## src/rtl/tasr_pkg.sv

```systemverilog
package tasr_pkg;

  localparam int RING_DEPTH = 4096;  // must be a power of two
  localparam int COUNT_BITS = 48;
  localparam int ADDR_BITS  = $clog2(RING_DEPTH);

  localparam int SAMPLE_BITS = 32;
  localparam int TAG_BITS    = 32;
  localparam int SLOT_BITS   = TAG_BITS + SAMPLE_BITS;
  localparam int OUT_BITS    = 48;
  localparam int UNDER_BITS  = 32;
  localparam int GEN_BITS    = 32;

  localparam logic [SAMPLE_BITS-1:0] POS_ONE  = 32'h3F80_0000;
  localparam logic [SAMPLE_BITS-1:0] NEG_ONE  = 32'hBF80_0000;
  localparam logic [SAMPLE_BITS-1:0] MAG_MASK = 32'h7FFF_FFFF;

  typedef logic [COUNT_BITS-1:0] count_t;

  localparam count_t CNT_DEPTH = COUNT_BITS'(RING_DEPTH);

  typedef enum logic [1:0] {
    OP_BEGIN = 2'd0,
    OP_WRITE = 2'd1,
    OP_READ  = 2'd2
  } op_t;

  // Everything the output stage needs besides the slot data.
  typedef struct packed {
    logic                   read_hit;
    logic [TAG_BITS-1:0]    want_tag;
    logic                   last;
    logic [OUT_BITS-1:0]    written;
    logic [OUT_BITS-1:0]    consumed;
    logic [UNDER_BITS-1:0]  underrun;
    logic [GEN_BITS-1:0]    generation;
  } side_t;

  function automatic logic bits_finite(input logic [SAMPLE_BITS-1:0] b);
    return b[30:23] != 8'hFF;
  endfunction

  function automatic logic [SAMPLE_BITS-1:0] sanitize(input logic [SAMPLE_BITS-1:0] b);
    logic [SAMPLE_BITS-1:0] r;
    if (!bits_finite(b)) begin
      r = '0;
    end else if ((b & MAG_MASK) > POS_ONE) begin
      r = b[31] ? NEG_ONE : POS_ONE;
    end else begin
      r = b;
    end
    return r;
  endfunction

endpackage

```

## src/rtl/tasr_rsp_if.sv

```systemverilog
interface tasr_rsp_if import tasr_pkg::*; ();
  logic                   valid;
  logic                   ready;
  logic [SAMPLE_BITS-1:0] sample_out;
  logic                   sample_valid;
  logic                   burst_end;
  logic [OUT_BITS-1:0]    written_count;
  logic [OUT_BITS-1:0]    consumed_count;
  logic [UNDER_BITS-1:0]  underrun_count;
  logic [GEN_BITS-1:0]    generation_out;

  modport source (output valid, output sample_out, output sample_valid, output burst_end,
                  output written_count, output consumed_count, output underrun_count,
                  output generation_out, input ready);
  modport sink   (input valid, input sample_out, input sample_valid, input burst_end,
                  input written_count, input consumed_count, input underrun_count,
                  input generation_out, output ready);
endinterface

```

## src/rtl/tasr_out_stage.sv

```systemverilog
module tasr_out_stage import tasr_pkg::*; (
  input  logic                 clk,
  input  logic                 rst,
  input  logic                 take,
  input  side_t                side,
  input  logic [SLOT_BITS-1:0] rdata,
  output logic                 room,
  tasr_rsp_if.source           rsp
);

  logic  s1_valid;
  side_t s1_side;
  logic  adv;
  logic  out_valid;
  logic  tag_ok;
  logic  hit;

  logic [SAMPLE_BITS-1:0] sample_out;
  logic                   sample_valid;
  logic                   burst_end;
  logic [OUT_BITS-1:0]    written_count;
  logic [OUT_BITS-1:0]    consumed_count;
  logic [UNDER_BITS-1:0]  underrun_count;
  logic [GEN_BITS-1:0]    generation_out;

  assign adv  = s1_valid && (!out_valid || rsp.ready);
  assign room = !s1_valid || adv;

  // The slot data arrives in the cycle after the transaction is accepted; the tag is checked here.
  assign tag_ok = rdata[SLOT_BITS-1:SAMPLE_BITS] == s1_side.want_tag;
  assign hit    = s1_side.read_hit && tag_ok && bits_finite(rdata[SAMPLE_BITS-1:0]);

  always_ff @(posedge clk) begin
    if (rst) begin
      s1_valid <= 1'b0;
    end else if (take) begin
      s1_valid <= 1'b1;
    end else if (adv) begin
      s1_valid <= 1'b0;
    end
  end

  always_ff @(posedge clk) begin
    if (take) begin
      s1_side <= side;
    end
  end

  always_ff @(posedge clk) begin
    if (rst) begin
      out_valid <= 1'b0;
    end else if (adv) begin
      out_valid <= 1'b1;
    end else if (rsp.ready) begin
      out_valid <= 1'b0;
    end
  end

  always_ff @(posedge clk) begin
    if (adv) begin
      sample_out     <= hit ? rdata[SAMPLE_BITS-1:0] : '0;
      sample_valid   <= hit;
      burst_end      <= s1_side.last;
      written_count  <= s1_side.written;
      consumed_count <= s1_side.consumed;
      underrun_count <= s1_side.underrun;
      generation_out <= s1_side.generation;
    end
  end

  assign rsp.valid          = out_valid;
  assign rsp.sample_out     = sample_out;
  assign rsp.sample_valid   = sample_valid;
  assign rsp.burst_end      = burst_end;
  assign rsp.written_count  = written_count;
  assign rsp.consumed_count = consumed_count;
  assign rsp.underrun_count = underrun_count;
  assign rsp.generation_out = generation_out;

endmodule

```

## src/flat_wrapper.sv

```systemverilog
// flat-port wrapper written by rule: the top's interface ports become plain ports
module tasr_out_stage_flat import tasr_pkg::*;
  (clk, rst, take, side, rdata, room, rsp_valid, rsp_sample_out, rsp_sample_valid, rsp_burst_end, rsp_written_count, rsp_consumed_count, rsp_underrun_count, rsp_generation_out, rsp_ready);
  tasr_rsp_if rsp_i ();
  input  logic clk;
  input  logic rst;
  input  logic take;
  input  side_t side;
  input  logic [SLOT_BITS-1:0] rdata;
  output logic room;
  output wire logic [$bits(rsp_i.valid)-1:0] rsp_valid;
  output wire logic [$bits(rsp_i.sample_out)-1:0] rsp_sample_out;
  output wire logic [$bits(rsp_i.sample_valid)-1:0] rsp_sample_valid;
  output wire logic [$bits(rsp_i.burst_end)-1:0] rsp_burst_end;
  output wire logic [$bits(rsp_i.written_count)-1:0] rsp_written_count;
  output wire logic [$bits(rsp_i.consumed_count)-1:0] rsp_consumed_count;
  output wire logic [$bits(rsp_i.underrun_count)-1:0] rsp_underrun_count;
  output wire logic [$bits(rsp_i.generation_out)-1:0] rsp_generation_out;
  input wire logic [$bits(rsp_i.ready)-1:0] rsp_ready;
  assign rsp_valid = rsp_i.valid;
  assign rsp_sample_out = rsp_i.sample_out;
  assign rsp_sample_valid = rsp_i.sample_valid;
  assign rsp_burst_end = rsp_i.burst_end;
  assign rsp_written_count = rsp_i.written_count;
  assign rsp_consumed_count = rsp_i.consumed_count;
  assign rsp_underrun_count = rsp_i.underrun_count;
  assign rsp_generation_out = rsp_i.generation_out;
  assign rsp_i.ready = rsp_ready;
  tasr_out_stage u_core (.clk(clk), .rst(rst), .take(take), .side(side), .rdata(rdata), .room(room), .rsp(rsp_i));
endmodule
```

## config.mk

```make
export PLATFORM = sky130hd
export DESIGN_NAME = tasr_out_stage_flat
export DESIGN_NICKNAME = d
export VERILOG_FILES = /design/src/rtl/tasr_pkg.sv /design/src/rtl/tasr_rsp_if.sv /design/src/rtl/tasr_out_stage.sv /design/src/flat_wrapper.sv
export SDC_FILE = /design/constraint.sdc
export NUM_CORES = 1
export LEC_CHECK = 0
export BUFFER_PORTS_ARGS = -buffer_cell sky130_fd_sc_hd__buf_2
export CORE_AREA = 2 2 178 180
export DETAILED_ROUTE_END_ITERATION = 6
export DIE_AREA = 0 0 180 182
export PLACE_DENSITY = 0.77
export SLEW_MARGIN = 15
export SYNTH_ARGS = -nofsm -noshare
export SYNTH_HDL_FRONTEND = slang
export SYNTH_SLANG_ARGS = --single-unit
```

## constraint.sdc

```tcl
create_clock -name clk -period 35.4 [get_ports clk]
set_input_delay 7.08 -clock clk [delete_from_list [all_inputs] [get_ports clk]]
set_output_delay 7.08 -clock clk [all_outputs]
set_load 0.01 [all_outputs]
```

==> impl_table.tex, run 1 <==
\begin{tabular}{lr}
\hline
Metric & Value \\
\hline
\multicolumn{2}{l}{\textbf{Critical path}} \\
\quad Longest individual stage delay on the worst path & 0.30 ns \\
\quad Crit path capture & room \\
\quad Origin of the critical flop-to-flop path & u\_core.rsp.valid \\
\quad Worst setup SP type & primary input \\
\quad CP most frequent cell & buf\_2 \\
\quad Critical register-to-register path endpoint & u\_core.rsp.underrun\_count[20] \\
\quad Required time of the critical path & 28.32 ns \\
\quad Data arrival, critical path & 7.71 ns \\
\quad Worst r2r path cells & 4 \\
\quad Crit Path Class & in2out \\
\quad Cell breakdown of the critical path & buf\_2 > nor2b\_1 > nand2\_1 > buf\_2 \\
\quad Minimum setup slack among reg-to-reg paths & 32.97 ns \\
\quad Largest fanout on the critical path & 4 \\
\quad Cell with the largest stage delay on the worst path & nor2b\_1 \\
\quad Startpoint of the most critical setup path & rsp\_ready \\
\quad Crit. End Element & primary output \\
\multicolumn{2}{l}{\textbf{Synthesis}} \\
\quad Yosys warning count & 0 \\
\quad Gate Count Post-Synth & 526 \\
\quad Netlist area before placement & 0.0127 mm\^{}2 \\
\quad Most common cell in the synthesized netlist & edfxtp\_1 \\
\quad Library cells used by synthesis & 24 \\
\quad Post-synthesis area per instance & 24.2 um\^{}2 \\
\quad Commonest register cell after synthesis & edfxtp\_1 \\
\quad Leading post-synthesis cells by instance count & edfxtp\_1, nand2\_1, nor4\_2 \\
\quad Synth top area cells & edfxtp\_1, nor4\_2, xor2\_1, nand2\_1, buf\_12 \\
\quad Net Count, Synth & 788 \\
\quad Cell type with the highest aggregate area in the netlist & edfxtp\_1 \\
\quad Flip-flop and latch count after synthesis & 390 \\
\quad Seq/Total Area, Yosys & 91.9\% \\
\quad Post-synth EDFFs & 388 \\
\quad Proportion of synthesized flip-flops having asynchronous set or reset & 0\% \\
\quad Share of the synthesized area in the top cell type & 91.6\% \\
\multicolumn{2}{l}{\textbf{Clock tree}} \\
\quad Clock root cell & clkbuf\_16 \\
\quad Number of buffers between clock root and the deepest sink & 3 \\
\quad Max H-tree Level & 2 \\
\quad Clock slew at the register clock pins of the worst setup and hold paths & 0.06 ns \\
\quad \# resized after CTS & 0 \\
\quad Post-CTS setup buffers & 0 \\
\quad CTS buffer count & 41 \\
\quad Insertion delay of the later-clocked pin in the worst-skew pair & 0.53 ns \\
\quad Hold-fix buffers at CTS & 0 \\
\quad Number of sinks driven by the clock tree & 390 \\
\quad TritonCTS clock tree & built \\
\multicolumn{2}{l}{\textbf{Die}} \\
\quad Std-Cell Rows & 65 \\
\quad Total core area & 0.0310 mm\^{}2 \\
\quad Vertical extent of the die & 182 um \\
\quad Die extent in x & 180 um \\
\quad I/O pin count & 458 \\
\quad Die outline area & 0.0328 mm\^{}2 \\
\quad Initial standard-cell utilization of the core & 41.1\% \\
\multicolumn{2}{l}{\textbf{Detailed routing}} \\
\quad Count of nets left with antenna violations after detail routing & 0 \\
\quad WL per Instance & 18.5 um \\
\quad Wirelength, routed & 27.0 mm \\
\quad Length of the first detailed-routing pass in iterations & 4 \\
\quad Count of vias placed by the detailed router & 6640 \\
\quad DRC & 0 \\
\quad Number of vias per cell after detailed routing & 4.56 \\
\quad Iter 0 DRT Violations & 332 \\
\multicolumn{2}{l}{\textbf{Timing}} \\
\quad Final critical-path share of the clock period & 41.8\% \\
\quad RSZ-0062 raised after global routing & no \\
\quad Number of endpoints with negative hold slack in the final report & 0 \\
\quad Endpoints failing setup & 0 \\
\quad Setup clock skew after layout & 0.0148 ns \\
\quad Worst path setup slack after routing & 20.61 ns \\
\quad Relative max-transition margin & 26.2\% \\
\quad Number of pins exceeding their max-slew limit in the final report & 0 \\
\quad Highest clock frequency the design can meet & 0.0676 GHz \\
\quad Clock period minus final worst setup slack & 14.79 ns \\
\quad Tightest Pin Transition & 1.11 ns \\
\quad Summed negative setup slack over all endpoints & 0 ns \\
\multicolumn{2}{l}{\textbf{Placed design}} \\
\quad Post-place setup slack & 20.61 ns \\
\quad Placer's final routability congestion estimate & 0.822 \\
\quad Port-buffer cells & 457 \\
\quad Detailed placer's ending HPWL & 19.0 mm \\
\quad Number of cells after detailed placement & 1379 \\
\multicolumn{2}{l}{\textbf{Layout}} \\
\quad Net total in the final layout & 1282 \\
\quad Count of placed standard cells in the final layout, fillers left out & 1456 \\
\quad Growth of design area from synthesis to finish & 32.1\% \\
\quad Fraction of layout instances using a drive strength above 1 & 53.1\% \\
\multicolumn{2}{l}{\textbf{Flow run}} \\
\quad \# Max-Cap Violations & 0 \\
\multicolumn{2}{l}{\textbf{Global route}} \\
\quad Number of antenna violations at the first check in global routing & 7 \\
\quad Pin count of the biggest net entering global routing & 119 \\
\quad Number of global-route vias before repair & 6847 \\
\quad Remaining Overflow, GRT & 0 \\
\quad Wire length of the first global-routing pass & 39.9 mm \\
\quad GRT Resource Usage Total & 16.0\% \\
\multicolumn{2}{l}{\textbf{Pwr}} \\
\quad Power density cells & 60.3 mW/mm\^{}2 \\
\quad Leakage power summed over all cells & 6.37 nW \\
\quad Final Power & 1.01 mW \\
\quad Maximum vdd drop & 0.0475 mV \\
\multicolumn{2}{l}{\textbf{Hold path}} \\
\quad Kind of path behind the tightest hold check & reg2reg \\
\multicolumn{2}{l}{\textbf{Run status}} \\
\quad Status & finished clean \\
\hline
\end{tabular}
[registers in the layout, summed over array words and instances, names as in the netlist]
| register | flops |
|---|---|
| u_core.rsp.generation_out | 32 |
| u_core.rsp.sample_out | 32 |
| u_core.rsp.consumed_count | 48 |
| u_core.rsp.written_count | 48 |
| u_core.rsp.sample_valid | 1 |
| u_core.rsp.valid | 1 |
| u_core.s1_valid | 1 |
| u_core.s1_side | 194 |
| u_core.rsp.burst_end | 1 |
| u_core.rsp.underrun_count | 32 |
[area by class of cell]
type | instances | area (um^2)
clock inverter | 28 | 255
sequential | 390 | 11700
timing repair buffer | 464 | 2350
tap | 402 | 503
multi-input combinational | 118 | 923
antenna | 2 | 5.00
fill | 2426 | 14200
clock buffer | 47 | 1070
inverter | 5 | 18.8
[per-stage QoR]
step           utilization [%]  cell area, um^2  hold slack [ns]
3_5_place_dp              50.0            15500            0.405
4_1_cts                   54.2            16800            0.417
2_1_floorplan                -            12700            0.400
3_3_place_gp              50.0            15500            0.400
5_1_grt                   54.3            16800            0.421
6_report                  54.3            16800            0.416
[critical path, delay by kind of cell]
family,cells,cell delay [ns]
buf+inv,2,0.24
simple gates,2,0.39
[logic make-up (layout without fill, tap and decap cells)]
kind of cell	after synthesis	count (layout)	synth area share, %
flops	390	390	91.9
buf+inv	18	544	0.973
other cells	0	2	0
xor+xnor	28	28	1.93
simple gates	85	85	4.96
compound gates	5	5	0.275
[power breakdown]
part	leakage, nW	switching, mW	internal (mW)
logic	2.01	0.0301	0.0207
registers	3.71	0.00822	0.544
clock network	0.645	0.170	0.241
total	6.37	0.208	0.806
[routing by layer]
| layer | up-vias | part of all wire (%) | track usage, % |
|---|---|---|---|
| met3 | 69 | 10 | 6.48 |
| met1 | 3161 | 36 | 17.9 |
| met2 | 316 | 51 | 27.4 |
| met4 | 6 | 3.2 | 6.31 |
| met5 | - | 0.13 | 0 |
| li1 | 3088 | - | - |
[cells in the final DEF (no fill, tap or decap), types with 2 or more instances in the layout]
master and n:
nand2_1 34, xnor2_1 6, inv_1 5, inv_6 2, nor2_1 5, nor4_1 6, dfxtp_1 2, xor2_1 22
bufinv_16 3, clkinv_1 8, diode_2 2, clkinv_2 9, buf_2 456, nand4_1 4, nor4_2 30, buf_4 7
clkinvlp_4 3, clkbuf_1 5, edfxtp_1 388, clkbuf_16 42
[how the worst min path moves through the flow]
| stage | slack [ns] | end | from | cells after the start |
|---|---|---|---|---|
| finish | 0.42 | u_core.rsp.written_count[39] | u_core.s1_side[151] | 0 |
| global route | 0.42 | u_core.rsp.written_count[32] | u_core.s1_side[144] | 0 |
| CTS | 0.42 | u_core.rsp.written_count[39] | u_core.s1_side[151] | 0 |
| detailed placement | 0.40 | u_core.rsp.consumed_count[27] | u_core.s1_side[91] | 0 |
| global placement | 0.40 | u_core.rsp.consumed_count[35] | u_core.s1_side[99] | 0 |
| floorplan | 0.40 | u_core.rsp.burst_end | u_core.s1_side[160] | 0 |
Note: power is estimated with default switching activity, not from simulation.
==> run 2: changes to the inputs <==
CORE_AREA = 2 2 179 181   (was 2 2 178 180)
DIE_AREA = 0 0 181 183   (was 0 0 180 182)
PLACE_DENSITY = 0.79   (was 0.77)
clock period = 12.6 ns   (was 35.4 ns; I/O delays follow)
==> run 2 against run 1 <==
Effect of this change:
- critical path depth unchanged
- cell count grew 0.14%
- combinational power grew to 2.8 times the previous value
- cell area grew 0.14%
- count of clock-buffer cells in the layout rose by 4
- sequential share of layout area fell by 0.098 points
- routed wire length up 2.0%
- sequential cell count unchanged
- non-clock buffer count unchanged
- first-iteration DRC count up 14%
- critical path type unchanged
- critical endpoint unchanged
- largest power group unchanged
==> impl_table.tex, run 2 (synthesis results as in run 1) <==
\begin{tabular}{lr}
\hline
Metric & Value \\
\hline
\multicolumn{2}{l}{\textbf{Timing}} \\
\quad Tightest Pin Transition & 0.985 ns (was 1.11 ns) \\
\quad Setup clock skew after layout & 0.0167 ns (was 0.0148 ns) \\
\quad Summed negative setup slack over all endpoints & 0 ns (unchanged) \\
\quad Clock period minus final worst setup slack & 5.70 ns \\
\quad Endpoints failing setup & 0 (unchanged) \\
\quad Number of pins exceeding their max-slew limit in the final report & 0 (unchanged) \\
\quad Worst path setup slack after routing & 6.90 ns (was 20.61 ns) \\
\quad Relative max-transition margin & 34.3\% (was 26.2\%) \\
\quad RSZ-0062 raised after global routing & no (unchanged) \\
\quad Number of endpoints with negative hold slack in the final report & 0 (unchanged) \\
\quad Final critical-path share of the clock period & 45.3\% \\
\quad Highest clock frequency the design can meet & 0.175 GHz \\
\multicolumn{2}{l}{\textbf{Hold path}} \\
\quad Kind of path behind the tightest hold check & reg2reg (unchanged) \\
\quad Hold path cells & 0 (unchanged) \\
\multicolumn{2}{l}{\textbf{Layout}} \\
\quad Net total in the final layout & 1282 (unchanged) \\
\quad Growth of design area from synthesis to finish & 32.3\% (was 32.1\%) \\
\quad Register containing the most flip-flops in the final layout & u\_core.s1\_side (unchanged) \\
\quad Register area & 0.0117 mm\^{}2 (unchanged) \\
\quad Fraction of layout instances using a drive strength above 1 & 52.8\% (was 53.1\%) \\
\quad Total of fill cells in the finished design & 2456 (was 2426) \\
\quad Top library cells by usage in the layout, fill and taps aside & buf\_2, edfxtp\_1, clkbuf\_16 (unchanged) \\
\quad Number of flip-flops in the largest register & 194 (unchanged) \\
\quad Multi-input logic area & 923 um\^{}2 (unchanged) \\
\quad Regs by FF count & u\_core.s1\_side x194, u\_core.rsp.consumed\_count x48, u\_core.rsp.written\_count x48 (unchanged) \\
\quad Commonest non-fill, non-tap cell in the layout & buf\_2 (unchanged) \\
\quad Final design utilization & 53.9\% (was 54.3\%) \\
\quad Final Cell Area & 0.0168 mm\^{}2 (about the same) \\
\multicolumn{2}{l}{\textbf{Pwr}} \\
\quad Maximum vdd drop & 0.131 mV (was 0.0475 mV) \\
\quad Power density cells & 170 mW/mm\^{}2 (was 60.3 mW/mm\^{}2) \\
\quad Final Power & 2.87 mW (was 1.01 mW) \\
\quad Leakage power summed over all cells & 6.36 nW (was 6.37 nW) \\
\multicolumn{2}{l}{\textbf{Die}} \\
\quad Std-Cell Rows & 65 (unchanged) \\
\quad Total core area & 0.0312 mm\^{}2 (was 0.0310 mm\^{}2) \\
\quad I/O pin count & 458 (unchanged) \\
\quad Initial standard-cell utilization of the core & 40.7\% (was 41.1\%) \\
\quad Die extent in x & 181 um (was 180 um) \\
\quad Die outline area & 0.0331 mm\^{}2 (was 0.0328 mm\^{}2) \\
\quad Vertical extent of the die & 183 um (was 182 um) \\
\multicolumn{2}{l}{\textbf{Detailed routing}} \\
\quad Count of vias placed by the detailed router & 6698 (was 6640) \\
\quad Wirelength, routed & 27.5 mm (was 27.0 mm) \\
\quad DRC & 0 (unchanged) \\
\quad Count of nets left with antenna violations after detail routing & 0 (unchanged) \\
\quad Number of vias per cell after detailed routing & 4.59 (was 4.56) \\
\quad Length of the first detailed-routing pass in iterations & 6 (was 4) \\
\quad Iter 0 DRT Violations & 380 (was 332) \\
\quad WL per Instance & 18.9 um (was 18.5 um) \\
\multicolumn{2}{l}{\textbf{Placed design}} \\
\quad Area of placed instances & 0.0155 mm\^{}2 (unchanged) \\
\quad Post-place setup slack & 6.89 ns (was 20.61 ns) \\
\quad Port-buffer cells & 457 (unchanged) \\
\quad Detailed placer's ending HPWL & 19.5 mm (was 19.0 mm) \\
\quad Placer's final routability congestion estimate & 0.807 (was 0.822) \\
\multicolumn{2}{l}{\textbf{Critical path}} \\
\quad Required time of the critical path & 10.08 ns (was 28.32 ns) \\
\quad Worst setup SP type & primary input (unchanged) \\
\quad Crit Path Class & in2out (unchanged) \\
\quad Worst r2r path cells & 5 (was 4) \\
\quad Largest fanout on the critical path & 4 (unchanged) \\
\quad Data arrival, critical path & 3.18 ns (was 7.71 ns) \\
\quad Crit. End Element & primary output (unchanged) \\
\multicolumn{2}{l}{\textbf{Flow run}} \\
\quad \# Max-Cap Violations & 0 (unchanged) \\
\multicolumn{2}{l}{\textbf{Global route}} \\
\quad Number of global-route vias before repair & 6776 (was 6847) \\
\quad Number of antenna violations at the first check in global routing & 12 (was 7) \\
\quad GRT Resource Usage Total & 15.9\% (was 16.0\%) \\
\quad Wire length of the first global-routing pass & 39.3 mm (was 39.9 mm) \\
\quad Remaining Overflow, GRT & 0 (unchanged) \\
\quad Pin count of the biggest net entering global routing & 119 (unchanged) \\
\multicolumn{2}{l}{\textbf{Clock tree}} \\
\quad Insertion delay of the later-clocked pin in the worst-skew pair & 0.54 ns (was 0.53 ns) \\
\quad Hold-fix buffers at CTS & 0 (unchanged) \\
\quad Max H-tree Level & 2 (unchanged) \\
\quad Number of sinks driven by the clock tree & 390 (unchanged) \\
\quad Clock root cell & clkbuf\_16 (unchanged) \\
\quad Number of buffers between clock root and the deepest sink & 3 (unchanged) \\
\quad \# resized after CTS & 0 (unchanged) \\
\quad Clock slew at the register clock pins of the worst setup and hold paths & 0.06 ns (about the same) \\
\quad CTS buffer count & 41 (unchanged) \\
\quad TritonCTS clock tree & built (unchanged) \\
\quad Post-CTS setup buffers & 0 (unchanged) \\
\multicolumn{2}{l}{\textbf{Run status}} \\
\quad Status & finished clean (unchanged) \\
\hline
\end{tabular}
-- run 2: changes by cell type in the layout (fill, tap and decap cells not counted), sizes merged --
cell | before | now
clkinv | 19 | 12
clkbuf | 48 | 52
diode | 2 | 5
bufinv | 3 | 4
clkinvlp | 3 | 4
-- run 2: area by class of cell --
type                       count  share of cell area, %
timing repair buffer         464                   13.9
tap                          402                   2.99
clock buffer                  51                   6.44
antenna                        5                 0.0743
multi-input combinational    118                   5.48
inverter                       5                  0.111
sequential                   390                   69.4
clock inverter                23                   1.52
-- run 2: final timing paths --
| path | startpoint | end | slack [ns] |
|---|---|---|---|
| setup / recovery | rsp_ready | room | 6.90 |
| hold / removal | u_core.s1_side[61] | u_core.rsp.underrun_count[29] | 0.42 |
| hold reg to reg | u_core.s1_side[61] | u_core.rsp.underrun_count[29] | 0.42 |
| setup reg to reg | u_core.rsp.valid | u_core.rsp.generation_out[29] | 9.28 |
-- run 2: per-layer routing --
layer	share of wire (%)	track usage [%]	vias to the layer above
li1	-	-	3087
met1	34	16.4	3166
met2	51	27.7	348
met3	11	7.45	83
met4	3.5	7.22	14
met5	0.36	0	-
-- run 2: where the power goes --
| group | switching (mW) | internal, mW | total (mW) |
|---|---|---|---|
| registers | 0.0236 | 1.53 | 1.55 |
| logic | 0.0860 | 0.0583 | 0.144 |
| clock network | 0.475 | 0.700 | 1.17 |
| total | 0.584 | 2.29 | 2.87 |
-- run 2: metrics by stage --
step	hold WS [ns]	std cells
floorplan	0.400	526
global placement	0.400	1379
detailed placement	0.405	1379
CTS	0.415	1453
global route	0.419	1456
finish	0.415	1458
-- run 2: critical path, stage by stage --
cell	delay [ns]
buf_2	0.12
nor2b_1	0.30
nand2_1	0.09
buf_2	0.15
==> run 3: changes to the inputs <==
CORE_AREA = 2 2 180 182   (was 2 2 179 181)
DIE_AREA = 0 0 182 184   (was 0 0 181 183)
PLACE_DENSITY = 0.76   (was 0.79)
clock period = 5.8 ns   (was 12.6 ns; I/O delays follow)
==> run 3 against run 2 <==
Effect of this change:
- count of clock-buffer cells in the layout did not move
- global-route usage fell by 0.64 points
- total power rose by 110%
- register-to-register slack got worse by 5.5 ns
- setup slack got worse by 4.0 ns
- non-clock buffer count fell by 1
==> impl_table.tex, run 3 (synthesis results as in run 1) <==
\begin{tabular}{lr}
\hline
Metric & Value \\
\hline
\multicolumn{2}{l}{\textbf{Run status}} \\
\quad Status & finished clean (unchanged) \\
\multicolumn{2}{l}{\textbf{Detailed routing}} \\
\quad Count of vias placed by the detailed router & 6601 (was 6698) \\
\quad Number of vias per cell after detailed routing & 4.54 (was 4.59) \\
\quad DRC & 0 (unchanged) \\
\quad Top routing layer used & met5 (unchanged) \\
\quad Met2 wire length & 13.8 mm (was 14.0 mm) \\
\quad Count of nets left with antenna violations after detail routing & 0 (unchanged) \\
\quad Routed metal-1 wirelength & 9.51 mm (was 9.33 mm) \\
\quad Length of the first detailed-routing pass in iterations & 4 (was 6) \\
\quad WL per Instance & 18.5 um (was 18.9 um) \\
\quad Wirelength, routed & 26.9 mm (was 27.5 mm) \\
\quad Detailed route wirelength on metal3 & 2.99 mm (was 3.08 mm) \\
\quad Iter 0 DRT Violations & 326 (was 380) \\
\multicolumn{2}{l}{\textbf{Layout}} \\
\quad Register containing the most flip-flops in the final layout & u\_core.s1\_side (unchanged) \\
\quad Net total in the final layout & 1281 (was 1282) \\
\quad Fraction of layout instances using a drive strength above 1 & 52.7\% (was 52.8\%) \\
\quad Count of placed standard cells in the final layout, fillers left out & 1455 (was 1458) \\
\quad Number of flip-flops in the largest register & 194 (unchanged) \\
\quad Growth of design area from synthesis to finish & 31.8\% (was 32.3\%) \\
\quad Total of fill cells in the finished design & 2490 (was 2456) \\
\quad Top library cells by usage in the layout, fill and taps aside & buf\_2, edfxtp\_1, clkbuf\_16 (unchanged) \\
\quad Commonest non-fill, non-tap cell in the layout & buf\_2 (unchanged) \\
\quad Regs by FF count & u\_core.s1\_side x194, u\_core.rsp.consumed\_count x48, u\_core.rsp.written\_count x48 (unchanged) \\
\multicolumn{2}{l}{\textbf{Critical path}} \\
\quad Cell breakdown of the critical path & buf\_2 > nor2b\_1 > nand2\_1 > buf\_2 (unchanged) \\
\quad Critical register-to-register path endpoint & u\_core.rsp.sample\_out[14] (was u\_core.rsp.generation\_out[29]) \\
\quad CP most frequent cell & buf\_2 (unchanged) \\
\quad Worst setup SP type & primary input (unchanged) \\
\quad Minimum setup slack among reg-to-reg paths & 3.79 ns (was 9.28 ns) \\
\quad Crit Path Class & in2out (unchanged) \\
\quad Origin of the critical flop-to-flop path & u\_core.s1\_side[184] (was u\_core.rsp.valid) \\
\quad Cell with the largest stage delay on the worst path & nor2b\_1 (unchanged) \\
\quad Required time of the critical path & 4.64 ns (was 10.08 ns) \\
\quad Longest individual stage delay on the worst path & 0.29 ns (was 0.30 ns) \\
\quad Largest fanout on the critical path & 4 (unchanged) \\
\quad Worst r2r path cells & 4 (was 5) \\
\quad Crit. End Element & primary output (unchanged) \\
\quad Data arrival, critical path & 1.79 ns (was 3.18 ns) \\
\multicolumn{2}{l}{\textbf{Die}} \\
\quad Die extent in x & 182 um (was 181 um) \\
\quad Vertical extent of the die & 184 um (was 183 um) \\
\quad I/O pin count & 458 (unchanged) \\
\quad Initial standard-cell utilization of the core & 40.5\% (was 40.7\%) \\
\quad Std-Cell Rows & 65 (unchanged) \\
\quad Total core area & 0.0314 mm\^{}2 (was 0.0312 mm\^{}2) \\
\quad Die outline area & 0.0335 mm\^{}2 (was 0.0331 mm\^{}2) \\
\multicolumn{2}{l}{\textbf{Pwr}} \\
\quad Net load switching power & 1.26 mW (was 584 uW) \\
\quad Switching Share & 20.7\% (was 20.4\%) \\
\quad Maximum vdd drop & 0.287 mV (was 0.131 mV) \\
\quad Power density cells & 363 mW/mm\^{}2 (was 170 mW/mm\^{}2) \\
\quad Cell Int Power & 4.83 mW (was 2.29 mW) \\
\quad Combinational cell fraction of total power & 5.2\% (was 5.0\%) \\
\quad Reg power frac & 55.3\% (was 54.1\%) \\
\quad Fraction of power consumed by the clock network & 39.5\% (was 40.9\%) \\
\quad Leakage power summed over all cells & 6.35 nW (was 6.36 nW) \\
\multicolumn{2}{l}{\textbf{Hold path}} \\
\quad Kind of path behind the tightest hold check & reg2reg (unchanged) \\
\quad HP Start & u\_core.s1\_side[127] (was u\_core.s1\_side[61]) \\
\quad Hold path cells & 0 (unchanged) \\
\quad End of the worst hold path & u\_core.rsp.written\_count[15] (was u\_core.rsp.underrun\_count[29]) \\
\multicolumn{2}{l}{\textbf{Global route}} \\
\quad Remaining Overflow, GRT & 0 (unchanged) \\
\quad Number of global-route vias before repair & 6725 (was 6776) \\
\quad Wire length of the first global-routing pass & 38.0 mm (was 39.3 mm) \\
\quad GRT Resource Usage Total & 15.3\% (was 15.9\%) \\
\quad Number of antenna violations at the first check in global routing & 7 (was 12) \\
\quad Pin count of the biggest net entering global routing & 116 (was 119) \\
\multicolumn{2}{l}{\textbf{Clock tree}} \\
\quad TritonCTS clock tree & built (unchanged) \\
\quad CTS buffer count & 41 (unchanged) \\
\quad Hold-fix buffers at CTS & 0 (unchanged) \\
\quad Post-CTS setup buffers & 0 (unchanged) \\
\quad Clock slew at the register clock pins of the worst setup and hold paths & 0.06 ns (about the same) \\
\quad Clock root cell & clkbuf\_16 (unchanged) \\
\quad Insertion delay of the later-clocked pin in the worst-skew pair & 0.52 ns (was 0.54 ns) \\
\quad Max H-tree Level & 2 (unchanged) \\
\quad Number of buffers between clock root and the deepest sink & 3 (unchanged) \\
\quad \# resized after CTS & 0 (unchanged) \\
\quad Number of sinks driven by the clock tree & 390 (unchanged) \\
\multicolumn{2}{l}{\textbf{Flow run}} \\
\quad \# Max-Cap Violations & 0 (unchanged) \\
\multicolumn{2}{l}{\textbf{Placed design}} \\
\quad Detailed placer's ending HPWL & 19.0 mm (was 19.5 mm) \\
\quad Port-buffer cells & 457 (unchanged) \\
\quad Placer's final routability congestion estimate & 0.764 (was 0.807) \\
\quad Number of cells after detailed placement & 1378 (was 1379) \\
\multicolumn{2}{l}{\textbf{Timing}} \\
\quad Highest clock frequency the design can meet & 0.339 GHz \\
\quad Final critical-path share of the clock period & 50.8\% \\
\quad Setup clock skew after layout & 0.0141 ns (was 0.0167 ns) \\
\quad Tightest Pin Transition & 0.954 ns (was 0.985 ns) \\
\quad Worst hold slack across all endpoints & 0.414 ns (was 0.415 ns) \\
\quad Relative max-transition margin & 36.4\% (was 34.3\%) \\
\quad Endpoints failing setup & 0 (unchanged) \\
\quad Summed negative setup slack over all endpoints & 0 ns (unchanged) \\
\quad RSZ-0062 raised after global routing & no (unchanged) \\
\quad Number of pins exceeding their max-slew limit in the final report & 0 (unchanged) \\
\quad Number of endpoints with negative hold slack in the final report & 0 (unchanged) \\
\quad Clock period minus final worst setup slack & 2.95 ns \\
\hline
\end{tabular}
==> run 3: cell types whose count changed in the layout (fill, tap and decap cells not counted), sizes merged <==
cell	change
clkinvlp	-3
diode	-2
buf	-1
clkinv	+7
bufinv	-3
inv	-1
==> run 3: area by class of cell <==
class	count	area, um^2	area share [%]
Antenna cell	3	7.51	0.0447
Clock buffer	51	1080	6.47
Clock inverter	23	171	1.02
Inverter	5	18.8	0.112
Multi-Input combinational cell	118	923	5.50
Sequential cell	390	11700	69.7
Tap cell	402	503	3.00
Timing Repair Buffer	463	2380	14.2
==> run 3: worst max path at each step <==
stage / start / endpoint / slack [ns] / cells past startpoint
after global routing: rsp_ready / room / 2.80 / 4
after global placement: rsp_ready / room / 2.87 / 4
final: rsp_ready / room / 2.85 / 4
after floorplan: rsp_ready / u_core.rsp.burst_end / 1.25 / 2
after CTS: rsp_ready / room / 2.85 / 4
after detailed placement: rsp_ready / room / 2.83 / 4
==> run 3: power groups by stage <==
stage / Clock (mW) / Combinational [mW] / Sequential, mW
after floorplan: 0 / 0.0622 / 3.46
after global placement: 0 / 0.312 / 3.42
after detailed placement: 0 / 0.321 / 3.43
after CTS: 2.48 / 0.322 / 3.37
after global routing: 2.59 / 0.340 / 3.38
final: 2.41 / 0.314 / 3.37
==> run 3: worst max-delay path, delay by kind of cell <==
family | cells | cell delay, ns
buffers and inverters | 2 | 0.24
and+or+nand+nor | 2 | 0.39
==> run 3: metal layers <==
metal	vias up	global-route usage, %
li1	3086	-
met1	3138	16.0
met2	321	27.4
met3	50	6.89
met4	6	4.94
met5	-	0
==> run 3: metrics by stage <==
stage               worst slack (ns)  utilization [%]  instance area, um^2  power [mW]
floorplan                       1.25                -                12700        3.52
global placement                2.87             49.4                15500        3.73
detailed placement              2.83             49.4                15500        3.75
CTS                             2.85             53.4                16800        6.17
global route                    2.80             53.4                16800        6.31
finish                          2.85             53.4                16800        6.09
